==> src/t2u64_pkg.sv <==
// ----------------------------------------------------------------------------
// t2u64_pkg
// Types and character constants for the text to unsigned 64-bit parser.
// ----------------------------------------------------------------------------
`default_nettype none

package t2u64_pkg;

   // One request: a string byte and its end marker.
   typedef struct packed {
      logic [7:0] char_byte;
      logic       end_of_text;
   } req_payload_type;

   // One response: the converted value and its overflow flag.
   typedef struct packed {
      logic [63:0] parsed_value;
      logic        range_error;
   } rsp_payload_type;

   // Parser phase within one string.
   typedef enum logic [2:0] {
      PH_SPACE,
      PH_SIGNED,
      PH_ZERO,
      PH_DIGITS,
      PH_STOPPED
   } phase_type;

   // Digit accumulation status.
   typedef enum logic [1:0] {
      DS_NONE,
      DS_OK,
      DS_OVER
   } status_type;

   localparam logic [5:0] BASE_RESET = 6'd10;
   localparam logic [5:0] RADIX_OCT  = 6'd8;
   localparam logic [5:0] RADIX_DEC  = 6'd10;
   localparam logic [5:0] RADIX_HEX  = 6'd16;
   localparam logic [5:0] RADIX_AUTO = 6'd0;

   localparam logic [7:0] CHAR_SPACE = 8'h20;
   localparam logic [7:0] CHAR_TAB   = 8'h09;
   localparam logic [7:0] CHAR_CR    = 8'h0D;
   localparam logic [7:0] CHAR_MINUS = 8'h2D;
   localparam logic [7:0] CHAR_PLUS  = 8'h2B;
   localparam logic [7:0] CHAR_ZERO  = 8'h30;
   localparam logic [7:0] CHAR_NINE  = 8'h39;
   localparam logic [7:0] CHAR_UPPER_A = 8'h41;
   localparam logic [7:0] CHAR_UPPER_Z = 8'h5A;
   localparam logic [7:0] CHAR_LOWER_A = 8'h61;
   localparam logic [7:0] CHAR_LOWER_Z = 8'h7A;
   localparam logic [7:0] CHAR_UPPER_X = 8'h58;
   localparam logic [7:0] CHAR_LOWER_X = 8'h78;
   localparam logic [7:0] UPPER_OFFSET = 8'h37;  // 'A' - 10
   localparam logic [7:0] LOWER_OFFSET = 8'h57;  // 'a' - 10
   localparam logic [7:0] NOT_DIGIT    = 8'hFF;

endpackage

`default_nettype wire

==> src/text_to_unsigned64_parser.sv <==
// ----------------------------------------------------------------------------
// text_to_unsigned64_parser
// Streaming strtoull-style converter: one string byte per request, one
// response with the 64-bit value and a range error flag per string.
// ----------------------------------------------------------------------------
//  Channel   Direction  Handshake        Payload
//  req_      in         valid / stall    char_byte, end_of_text
//  rsp_      out        valid / stall    parsed_value, range_error
//  csr_      in         valid / ready    number_base (6 bits)
//
//  The parse state is updated at the edge that accepts each request, by one
//  64x6 multiply-add with an overflow check on the accumulator.
//  A request flagged end_of_text loads its response at that edge into the
//  output register, or into the skid register if the output one is held.
//  An output register plus a skid register decouple the two sides; req_stall
//  rises only when both hold undelivered responses.
//  Reset is synchronous; number_base returns to 10 and csr_ready is always 1.
// ----------------------------------------------------------------------------
`default_nettype none

module text_to_unsigned64_parser (
   input  wire                          clock,
   input  wire                          reset,
   input  wire                          req_valid,
   output logic                         req_stall,
   input  wire t2u64_pkg::req_payload_type req_payload,
   output logic                         rsp_valid,
   input  wire                          rsp_stall,
   output t2u64_pkg::rsp_payload_type   rsp_payload,
   input  wire                          csr_valid,
   output logic                         csr_ready,
   input  wire  [5:0]                   csr_data
);

   // Configuration and parse state.
   logic [5:0]             number_base_ff;
   t2u64_pkg::phase_type   phase_ff, phase_in;
   logic [63:0]            accum_ff, accum_in;
   logic                   minus_ff, minus_in;
   logic [5:0]             radix_ff, radix_in;
   t2u64_pkg::status_type  status_ff, status_in;

   // Output register and skid register.
   logic                        out_valid_ff, out_valid_in;
   t2u64_pkg::rsp_payload_type  out_data_ff, out_data_in;
   logic                        skid_valid_ff, skid_valid_in;
   t2u64_pkg::rsp_payload_type  skid_data_ff, skid_data_in;

   // Combinational helpers.
   logic                        req_fire;
   logic                        out_fire;
   logic                        new_rsp;
   t2u64_pkg::rsp_payload_type  new_data;
   logic [7:0]                  chr;
   logic                        is_blank;
   logic [7:0]                  digit;
   logic                        start_num;
   logic                        do_feed;
   logic [69:0]                 product;
   logic [63:0]                 final_accum;
   t2u64_pkg::status_type       final_status;

   assign req_fire  = req_valid && !req_stall;
   assign out_fire  = out_valid_ff && !rsp_stall;
   assign new_rsp   = req_fire && req_payload.end_of_text;
   assign csr_ready = 1'b1;
   assign req_stall = skid_valid_ff;
   assign rsp_valid = out_valid_ff;
   assign rsp_payload = out_data_ff;
   assign chr = req_payload.char_byte;

   // Character classes.
   always_comb begin
      is_blank = (chr == t2u64_pkg::CHAR_SPACE) ||
                 (chr >= t2u64_pkg::CHAR_TAB && chr <= t2u64_pkg::CHAR_CR);
      if (chr >= t2u64_pkg::CHAR_ZERO && chr <= t2u64_pkg::CHAR_NINE) begin
         digit = chr - t2u64_pkg::CHAR_ZERO;
      end else if (chr >= t2u64_pkg::CHAR_UPPER_A && chr <= t2u64_pkg::CHAR_UPPER_Z) begin
         digit = chr - t2u64_pkg::UPPER_OFFSET;
      end else if (chr >= t2u64_pkg::CHAR_LOWER_A && chr <= t2u64_pkg::CHAR_LOWER_Z) begin
         digit = chr - t2u64_pkg::LOWER_OFFSET;
      end else begin
         digit = t2u64_pkg::NOT_DIGIT;
      end
   end

   // Next parse state for the byte at the input.
   always_comb begin
      phase_in  = phase_ff;
      accum_in  = accum_ff;
      minus_in  = minus_ff;
      radix_in  = radix_ff;
      status_in = status_ff;
      start_num = 1'b0;
      do_feed   = 1'b0;

      unique case (phase_ff)
         t2u64_pkg::PH_SPACE: begin
            if (is_blank) begin
               phase_in = phase_ff;
            end else if (chr == t2u64_pkg::CHAR_MINUS) begin
               minus_in = 1'b1;
               phase_in = t2u64_pkg::PH_SIGNED;
            end else if (chr == t2u64_pkg::CHAR_PLUS) begin
               phase_in = t2u64_pkg::PH_SIGNED;
            end else begin
               start_num = 1'b1;
            end
         end
         t2u64_pkg::PH_SIGNED: begin
            start_num = 1'b1;
         end
         t2u64_pkg::PH_ZERO: begin
            phase_in = t2u64_pkg::PH_DIGITS;
            if (chr == t2u64_pkg::CHAR_LOWER_X || chr == t2u64_pkg::CHAR_UPPER_X) begin
               radix_in = t2u64_pkg::RADIX_HEX;
            end else begin
               do_feed = 1'b1;
            end
         end
         t2u64_pkg::PH_DIGITS: begin
            do_feed = 1'b1;
         end
         default: begin
            phase_in = phase_ff;
         end
      endcase

      // First byte of the number: latch the radix, catch a leading zero.
      if (start_num) begin
         if ((number_base_ff == t2u64_pkg::RADIX_AUTO ||
              number_base_ff == t2u64_pkg::RADIX_HEX) && chr == t2u64_pkg::CHAR_ZERO) begin
            radix_in  = (number_base_ff == t2u64_pkg::RADIX_AUTO) ?
                        t2u64_pkg::RADIX_OCT : t2u64_pkg::RADIX_HEX;
            accum_in  = '0;
            status_in = t2u64_pkg::DS_OK;
            phase_in  = t2u64_pkg::PH_ZERO;
         end else begin
            radix_in = (number_base_ff == t2u64_pkg::RADIX_AUTO) ?
                       t2u64_pkg::RADIX_DEC : number_base_ff;
            phase_in = t2u64_pkg::PH_DIGITS;
            do_feed  = 1'b1;
         end
      end

      // Multiply-add; any set bit from bit 64 upward means the value left the range.
      product = ({6'd0, accum_ff} * {64'd0, radix_in}) + {62'd0, digit};

      if (do_feed) begin
         if (digit >= {2'b00, radix_in}) begin
            phase_in = t2u64_pkg::PH_STOPPED;
         end else if (status_ff != t2u64_pkg::DS_OVER) begin
            if (product[69:64] != 6'd0) begin
               status_in = t2u64_pkg::DS_OVER;
            end else begin
               accum_in  = product[63:0];
               status_in = t2u64_pkg::DS_OK;
            end
         end
      end

      // Response for a last byte, then back to the start of a string.
      final_accum  = accum_in;
      final_status = status_in;
      new_data.range_error = (final_status == t2u64_pkg::DS_OVER);
      if (final_status == t2u64_pkg::DS_OVER || !minus_in) begin
         new_data.parsed_value = final_accum;
      end else begin
         new_data.parsed_value = 64'd0 - final_accum;
      end

      if (req_payload.end_of_text) begin
         phase_in  = t2u64_pkg::PH_SPACE;
         accum_in  = '0;
         minus_in  = 1'b0;
         radix_in  = t2u64_pkg::RADIX_AUTO;
         status_in = t2u64_pkg::DS_NONE;
      end
   end

   // Output register and skid register steering.
   always_comb begin
      out_valid_in  = out_valid_ff;
      out_data_in   = out_data_ff;
      skid_valid_in = skid_valid_ff;
      skid_data_in  = skid_data_ff;
      if (skid_valid_ff) begin
         if (out_fire) begin
            out_data_in   = skid_data_ff;
            skid_valid_in = 1'b0;
         end
      end else if (new_rsp) begin
         if (!out_valid_ff || out_fire) begin
            out_data_in  = new_data;
            out_valid_in = 1'b1;
         end else begin
            skid_data_in  = new_data;
            skid_valid_in = 1'b1;
         end
      end else if (out_fire) begin
         out_valid_in = 1'b0;
      end
   end

   // Control and parse state registers.
   always_ff @(posedge clock) begin
      if (reset) begin
         number_base_ff <= t2u64_pkg::BASE_RESET;
         phase_ff       <= t2u64_pkg::PH_SPACE;
         accum_ff       <= '0;
         minus_ff       <= 1'b0;
         radix_ff       <= t2u64_pkg::RADIX_AUTO;
         status_ff      <= t2u64_pkg::DS_NONE;
         out_valid_ff   <= 1'b0;
         skid_valid_ff  <= 1'b0;
      end else begin
         if (csr_valid && csr_ready) begin
            number_base_ff <= csr_data;
         end
         if (req_fire) begin
            phase_ff  <= phase_in;
            accum_ff  <= accum_in;
            minus_ff  <= minus_in;
            radix_ff  <= radix_in;
            status_ff <= status_in;
         end
         out_valid_ff  <= out_valid_in;
         skid_valid_ff <= skid_valid_in;
      end
   end

   // Response payload registers.
   always_ff @(posedge clock) begin
      out_data_ff  <= out_data_in;
      skid_data_ff <= skid_data_in;
   end

endmodule

`default_nettype wire
==> config.mk <==
export PLATFORM = sky130hd
export DESIGN_NAME = text_to_unsigned64_parser
export DESIGN_NICKNAME = d
export VERILOG_FILES = /design/src/t2u64_pkg.sv /design/src/text_to_unsigned64_parser.sv
export SDC_FILE = /design/constraint.sdc
export NUM_CORES = 1
export LEC_CHECK = 0
export BUFFER_PORTS_ARGS = -buffer_cell sky130_fd_sc_hd__buf_2
export CAP_MARGIN = 5
export CORE_MARGIN = 2
export CORE_UTILIZATION = 28
export DETAILED_ROUTE_END_ITERATION = 8
export PLACE_DENSITY = 0.46
export SLEW_MARGIN = 5
export SYNTH_ARGS = -nofsm -noshare
export SYNTH_HDL_FRONTEND = slang
export SYNTH_SLANG_ARGS = --single-unit
==> constraint.sdc <==
create_clock -name clock -period 11.4 [get_ports clock]
set_input_delay 1.71 -clock clock [delete_from_list [all_inputs] [get_ports clock]]
set_output_delay 1.71 -clock clock [all_outputs]
set_load 0.005 [all_outputs]
==> results.md, run 1 <==
* Outcome: complete, no violations
* Crit path capture type: flop
* Antenna violations before repair at 6
* # rows at 113
* CTS tree: yes
* NumNets Final at 3561
* Yosys cell types at 95
* Later-pin clock latency in the skew report at 530 ps
* Non-Filler Instances at between 4000 and 5000
* Clock transition at path regs at 70 ps
* Number of enable flip-flop cells after synthesis at 130
* Met3 wire len at roughly 5.3 mm
* Reg2reg start: phase_ff[0]$_SDFFE_PP0P_
* CP startpoint kind: input pin
* Port-buffer cells at 86
* Peak Freq at slightly above 0.09 GHz
* Final ANT Viol Nets at 0
* Die W at 313 um
* Main flop type after synthesis: edfxtp_1
* Crit path max fanout at 13
* Crit share post-route at 95.8%
* Post-CTS Setup Repair Bufs at 0
* Mapped Nets at 3465
* Final WS setup at 477 ps
* Final setup viols at 0
* Die area at 97700 um^2
* Peak supply drop at ~0.09 mV
* Maximum clock insertion buffer count at 3
* Total gr overflow at 0
* Ranking of synthesized cells by area: fa_1 (19%), edfxtp_1 (15%), and2_1 (7.7%)
* Vias in the first global route at 22954
* First-pass GRT wire length at roughly 150 mm
* CTS buffer count at 21
* Initial detailed-routing violation count at roughly 1800
* Final WL at around 94 mm
* Synth top area share at approximately a fifth
* Crit. Startpoint: req_payload[1]
* H-tree depth at 1
* Lkg Pwr at 0.0138 uW
* Power Total at between 1500 and 2000 uW
* CP peak stage delay at approximately 530 ps
* Area Overhead vs Synth at 13.6%
* Cts hold-fix bufs at 0
* Worst-Margin Slew at between 1000 and 1500 ps
* Min-delay worst type: reg -> reg
* Post-Syn Area at about 27000 um^2
* Routed met1 length at between 40 and 50 mm
* DR vias at between 20000 and 25000
* CORE AREA at 94700 um^2
* Synthesized flop and latch total at approximately 210
* Initial Util at between 20 and 30%
* Seq/Total Area, Yosys at around a fifth
* DR DRC count at 0
* Hold Violations, Final at 0
* Synthesized instance count at approximately 3000
* Crit-path slowest cell: fa_1
* WS Path Type: in -> reg
* Clk_skew at approximately 28 ps
* Clk sink count at roughly 210
* Pin count of the biggest net entering global routing at 79
* Die height at between 300 and 400 um
* Max-slew headroom at roughly a quarter
* Most used cell, CP: inv_1
* Shortest period the worst path allows at between 10000 and 15000 ps
* # diodes at 0
* PD cells at between 50 and 60 nW/um^2
* All-layer global routing usage at a little under a fifth
* Syn. warnings at 0
* Max Cap Viol at 0
* Leading area contributor after synthesis: fa_1
* Top-count cell post-synth: and2_1
* Initial DRT Pass Iterations at 5
* Most frequent cells after synthesis: and2_1 (330), nand2_1 (268), fa_1 (254), nor2_1 (231), a21oi_1 (173)
* I/O Pins at 88
* Hpwl dp at between 70 and 80 mm
* Clk root buf: clkbuf_16
* DR WL/cell at approximately 21 um
* Pre-CTS worst setup slack at -578 ps
* Slew Viols, Final at 0
* Asr flop ratio synth at 0%
* Worst EP required at 11650 ps
* GPL Wtd Cong at just under 0.9
* Met2 WL post-DR at 40.4 mm
* Layout cells sized above 1 at between 10 and 15%
* WP data arrival at 11170 ps
* Vias/cell at approximately 5.2
* Syn Area/Cell at 8.80 um^2
* DR top layer: met4
* Hold_sp: status_ff[0]$_SDFFE_PP0P_
* # placed instances at roughly 4400
-- metrics by stage --
stage	instance area [um^2]	hold slack [ps]	TNS, ps	util, %
global route	30300	550	-710	32.0
finish	30300	511	0	32.0
global placement	29500	486	-10750	31.1
detailed placement	29500	489	-17470	31.1
floorplan	26700	466	0	-
CTS	30200	511	0	31.9
-- kinds of logic (layout without fill, tap and decap cells) --
| logic type | Yosys count | in the layout | share of synthesized area (%) |
|---|---|---|---|
| simple gates | 1191 | 1191 | 23.3 |
| compound gates | 589 | 589 | 14.5 |
| fa+ha+maj | 415 | 415 | 26.6 |
| buf+inv | 378 | 488 | 5.74 |
| flops | 214 | 214 | 20.9 |
| mux | 127 | 127 | 5.10 |
| xor+xnor | 115 | 115 | 3.78 |
| other cells | 1 | 1 | 0.0141 |
-- per-layer routing --
metal	GRT usage [%]	vias up
met1	28.6	11513
met5	0	-
met3	2.22	86
li1	-	10751
met4	3.86	0
met2	29.0	680
-- area by class of cell --
class	count	area, um^2
Inverter	169	634
Tap cell	1265	1580
Timing Repair Buffer	282	2030
Sequential cell	214	5590
Multi-Input combinational cell	2438	19700
Clock inverter	13	186
Fill cell	9938	64500
Clock buffer	24	547
-- path summary, 6_finish.rpt --
path | slack (ps) | endpoint | cells after the start
min | 510 | status_ff[0]$_SDFFE_PP0P_ | 2
max | 480 | rsp_payload[59]$_DFFE_PP_ | 45
max reg2reg | 2050 | rsp_payload[59]$_DFFE_PP_ | 37
min reg2reg | 510 | status_ff[0]$_SDFFE_PP0P_ | 2
-- what timing repair did --
action	4_1_cts	5_1_grt
hold endpoints to repair	0	0
setup endpoints to repair	2	51
resized for setup	2	12
-- power breakdown --
part	leakage, uW	switching [uW]	internal, uW
sequential	0.00189	8.02	829
clock	0.000353	330	440
combinational	0.0115	140	59.5
-- worst max-delay path: cells and delay by family --
kind            cells  cell delay [ps]
fa+ha+maj           7             2920
simple gates       16             2720
compound gates      8             2140
buf+inv            11             1180
mux                 2              400
xor+xnor            1              130
-- sequential cells by signal, summed over array words and instances (netlist names) --
register,flops
skid_data_ff,65
phase_ff,3
status_ff,2
minus_ff,1
rsp_valid,1
number_base_ff,6
accum_ff,64
radix_ff,6
rsp_payload,65
req_stall,1
-- placed cells by master (no fill, tap or decap), types with 61 or more instances in the layout --
cell type / netlist / layout
and2_1: 330 / 330
nand2_1: 268 / 262
fa_1: 254 / 254
nor2_1: 231 / 228
buf_4: 7 / 187
a21oi_1: 173 / 172
inv_1: 166 / 166
ha_1: 161 / 161
edfxtp_1: 130 / 130
o21ai_0: 93 / 93
buf_2: 23 / 85
dfxtp_1: 84 / 84
xnor2_1: 71 / 71
mux2_2: 63 / 63
mux2i_1: 62 / 61
Power figures use the tool's default switching activity.
==> run 2: changes to the inputs <==
Settings changed: PLACE_DENSITY 0.46 to 0.54.
==> results.md, run 2 (synthesis results as in run 1) <==
* Outcome: complete, no violations
* PD cells at 60.8 nW/um^2
* Antenna violations before repair at 6
* Worst Hold Slack at 519 ps
* Initial DRT Pass Iterations at 5
* Crit-path slowest cell: fa_1
* First-pass GRT wire length at roughly 140 mm
* Die area at around 100000 um^2
* DR WL/cell at 20.4 um
* Crit path capture type: flop
* Clk_skew at 15.6 ps
* WP data arrival at approximately 11000 ps
* Layout cells sized above 1 at around 14%
* H-tree depth at 1
* Later-pin clock latency in the skew report at about 520 ps
* Initial Util at between 20 and 30%
* Lkg Pwr at approximately 0.014 uW
* # rows at 113
* NumNets Final at 3576
* Cts hold-fix bufs at 0
* Vias/cell at 5.23
* Min-delay worst type: reg -> reg
* Initial detailed-routing violation count at roughly 2300
* Clock transition at path regs at roughly 70 ps
* Most frequent cells in the layout: and2_1 (330), nand2_1 (262), fa_1 (254)
* Max Cap Viol at 0
* DR vias at 23103
* Final setup viols at 0
* Pin count of the biggest net entering global routing at between 80 and 90
* Clk sink count at about 210
* Area Overhead vs Synth at 14.0%
* CP startpoint kind: input pin
* Die W at ~310 um
* Vias in the first global route at roughly 23000
* Max-slew headroom at ~16%
* Hold Violations, Final at 0
* RSZ-0062 raised after global routing: false
* Placed instance area at about 30000 um^2
* Final instance area at approximately 30000 um^2
* Most common cell after layout, fill and taps aside: and2_1
* Final WL at around 90 mm
* Total gr overflow at 0
* Worst-Margin Slew at between 1000 and 1500 ps
* Slew Viols, Final at 0
* GPL Wtd Cong at about 0.95
* Worst Path Buf+Inv at 11
* Final ANT Viol Nets at 0
* Shortest period the worst path allows at 10880 ps
* CORE AREA at between 90000 and 100000 um^2
* CTS tree: yes
* DR DRC count at 0
* CTS buffer count at 20
* Die height at about 310 um
* # diodes at 0
* Peak supply drop at about 0.072 mV
* Crit share post-route at between 90 and 100%
* Peak Freq at 0.0919 GHz
* WS Path Type: in -> reg
* Hpwl dp at 71.2 mm
* I/O Pins at 88
* Worst EP required at between 10000 and 15000 ps
* Largest delay share family, worst path: adder cells
* Port-buffer cells at between 80 and 90
* Clk root buf: clkbuf_16
* All-layer global routing usage at a little under a fifth
* CP peak stage delay at ~530 ps
* Maximum clock insertion buffer count at 3
* Crit path max fanout at 8
run 2: through the flow:
| step | setup TNS [ps] | utilization (%) | setup WS (ps) | power [uW] | std cells |
|---|---|---|---|---|---|
| 2_1_floorplan | 0 | - | 148 | 959 | 3030 |
| 3_3_place_gp | 0 | 31.2 | 30.3 | 1050 | 4381 |
| 3_5_place_dp | -1110 | 31.2 | -158 | 1050 | 4381 |
| 4_1_cts | 0 | 32.0 | 305 | 1860 | 4416 |
| 5_1_grt | 0 | 32.1 | 3.02 | 1900 | 4419 |
| 6_report | 0 | 32.1 | 520 | 1850 | 4419 |
run 2: final timing paths:
check / from / endpoint / slack, ps / cells after the start
worst min-delay path: status_ff[1]$_SDFFE_PP0P_ / status_ff[1]$_SDFFE_PP0P_ / 520 / 2
worst min register to register: status_ff[1]$_SDFFE_PP0P_ / status_ff[1]$_SDFFE_PP0P_ / 520 / 2
worst max register to register: phase_ff[0]$_SDFFE_PP0P_ / skid_data_ff[61]$_DFFE_PP_ / 2170 / 35
worst max-delay path: req_payload[1] / rsp_payload[59]$_DFFE_PP_ / 520 / 44
run 2: worst register-to-register path, delay by kind of cell (launching register included):
kind,cells,cell delay [ps]
AOI/OAI and AO/OA,9,2230
xor gates and xnor gates,1,100
adders and majority gates,6,2500
buffers and inverters,7,1110
DFF,1,310
muxes,1,230
and+or+nand+nor,11,2510
run 2: final cells by class:
| class | count | area [um^2] |
|---|---|---|
| Clock buffer | 22 | 529 |
| Clock inverter | 13 | 244 |
| Fill cell | 9897 | 64300 |
| Inverter | 169 | 634 |
| Multi-Input combinational cell | 2438 | 19700 |
| Sequential cell | 214 | 5590 |
| Tap cell | 1265 | 1580 |
| Timing Repair Buffer | 298 | 2150 |
run 2: where the power goes:
group / internal, uW / total [uW] / switching, uW / leakage, uW
Clock: 495 / 809 / 314 / 0.000374
Combinational: 62.9 / 201 / 138 / 0.0116
Sequential: 829 / 837 / 7.95 / 0.00189
run 2: what timing repair did:
| item | CTS | global route |
|---|---|---|
| setup endpoints to repair | 0 | 43 |
| resized for setup | 0 | 9 |
| buffers inserted | 0 | 3 |
run 2: per-layer routing:
layer	global-route usage [%]	routed length [um]
met5	0	0
met4	3.78	1740
met3	2.29	5570
met2	27.7	39200
met1	27.5	43600
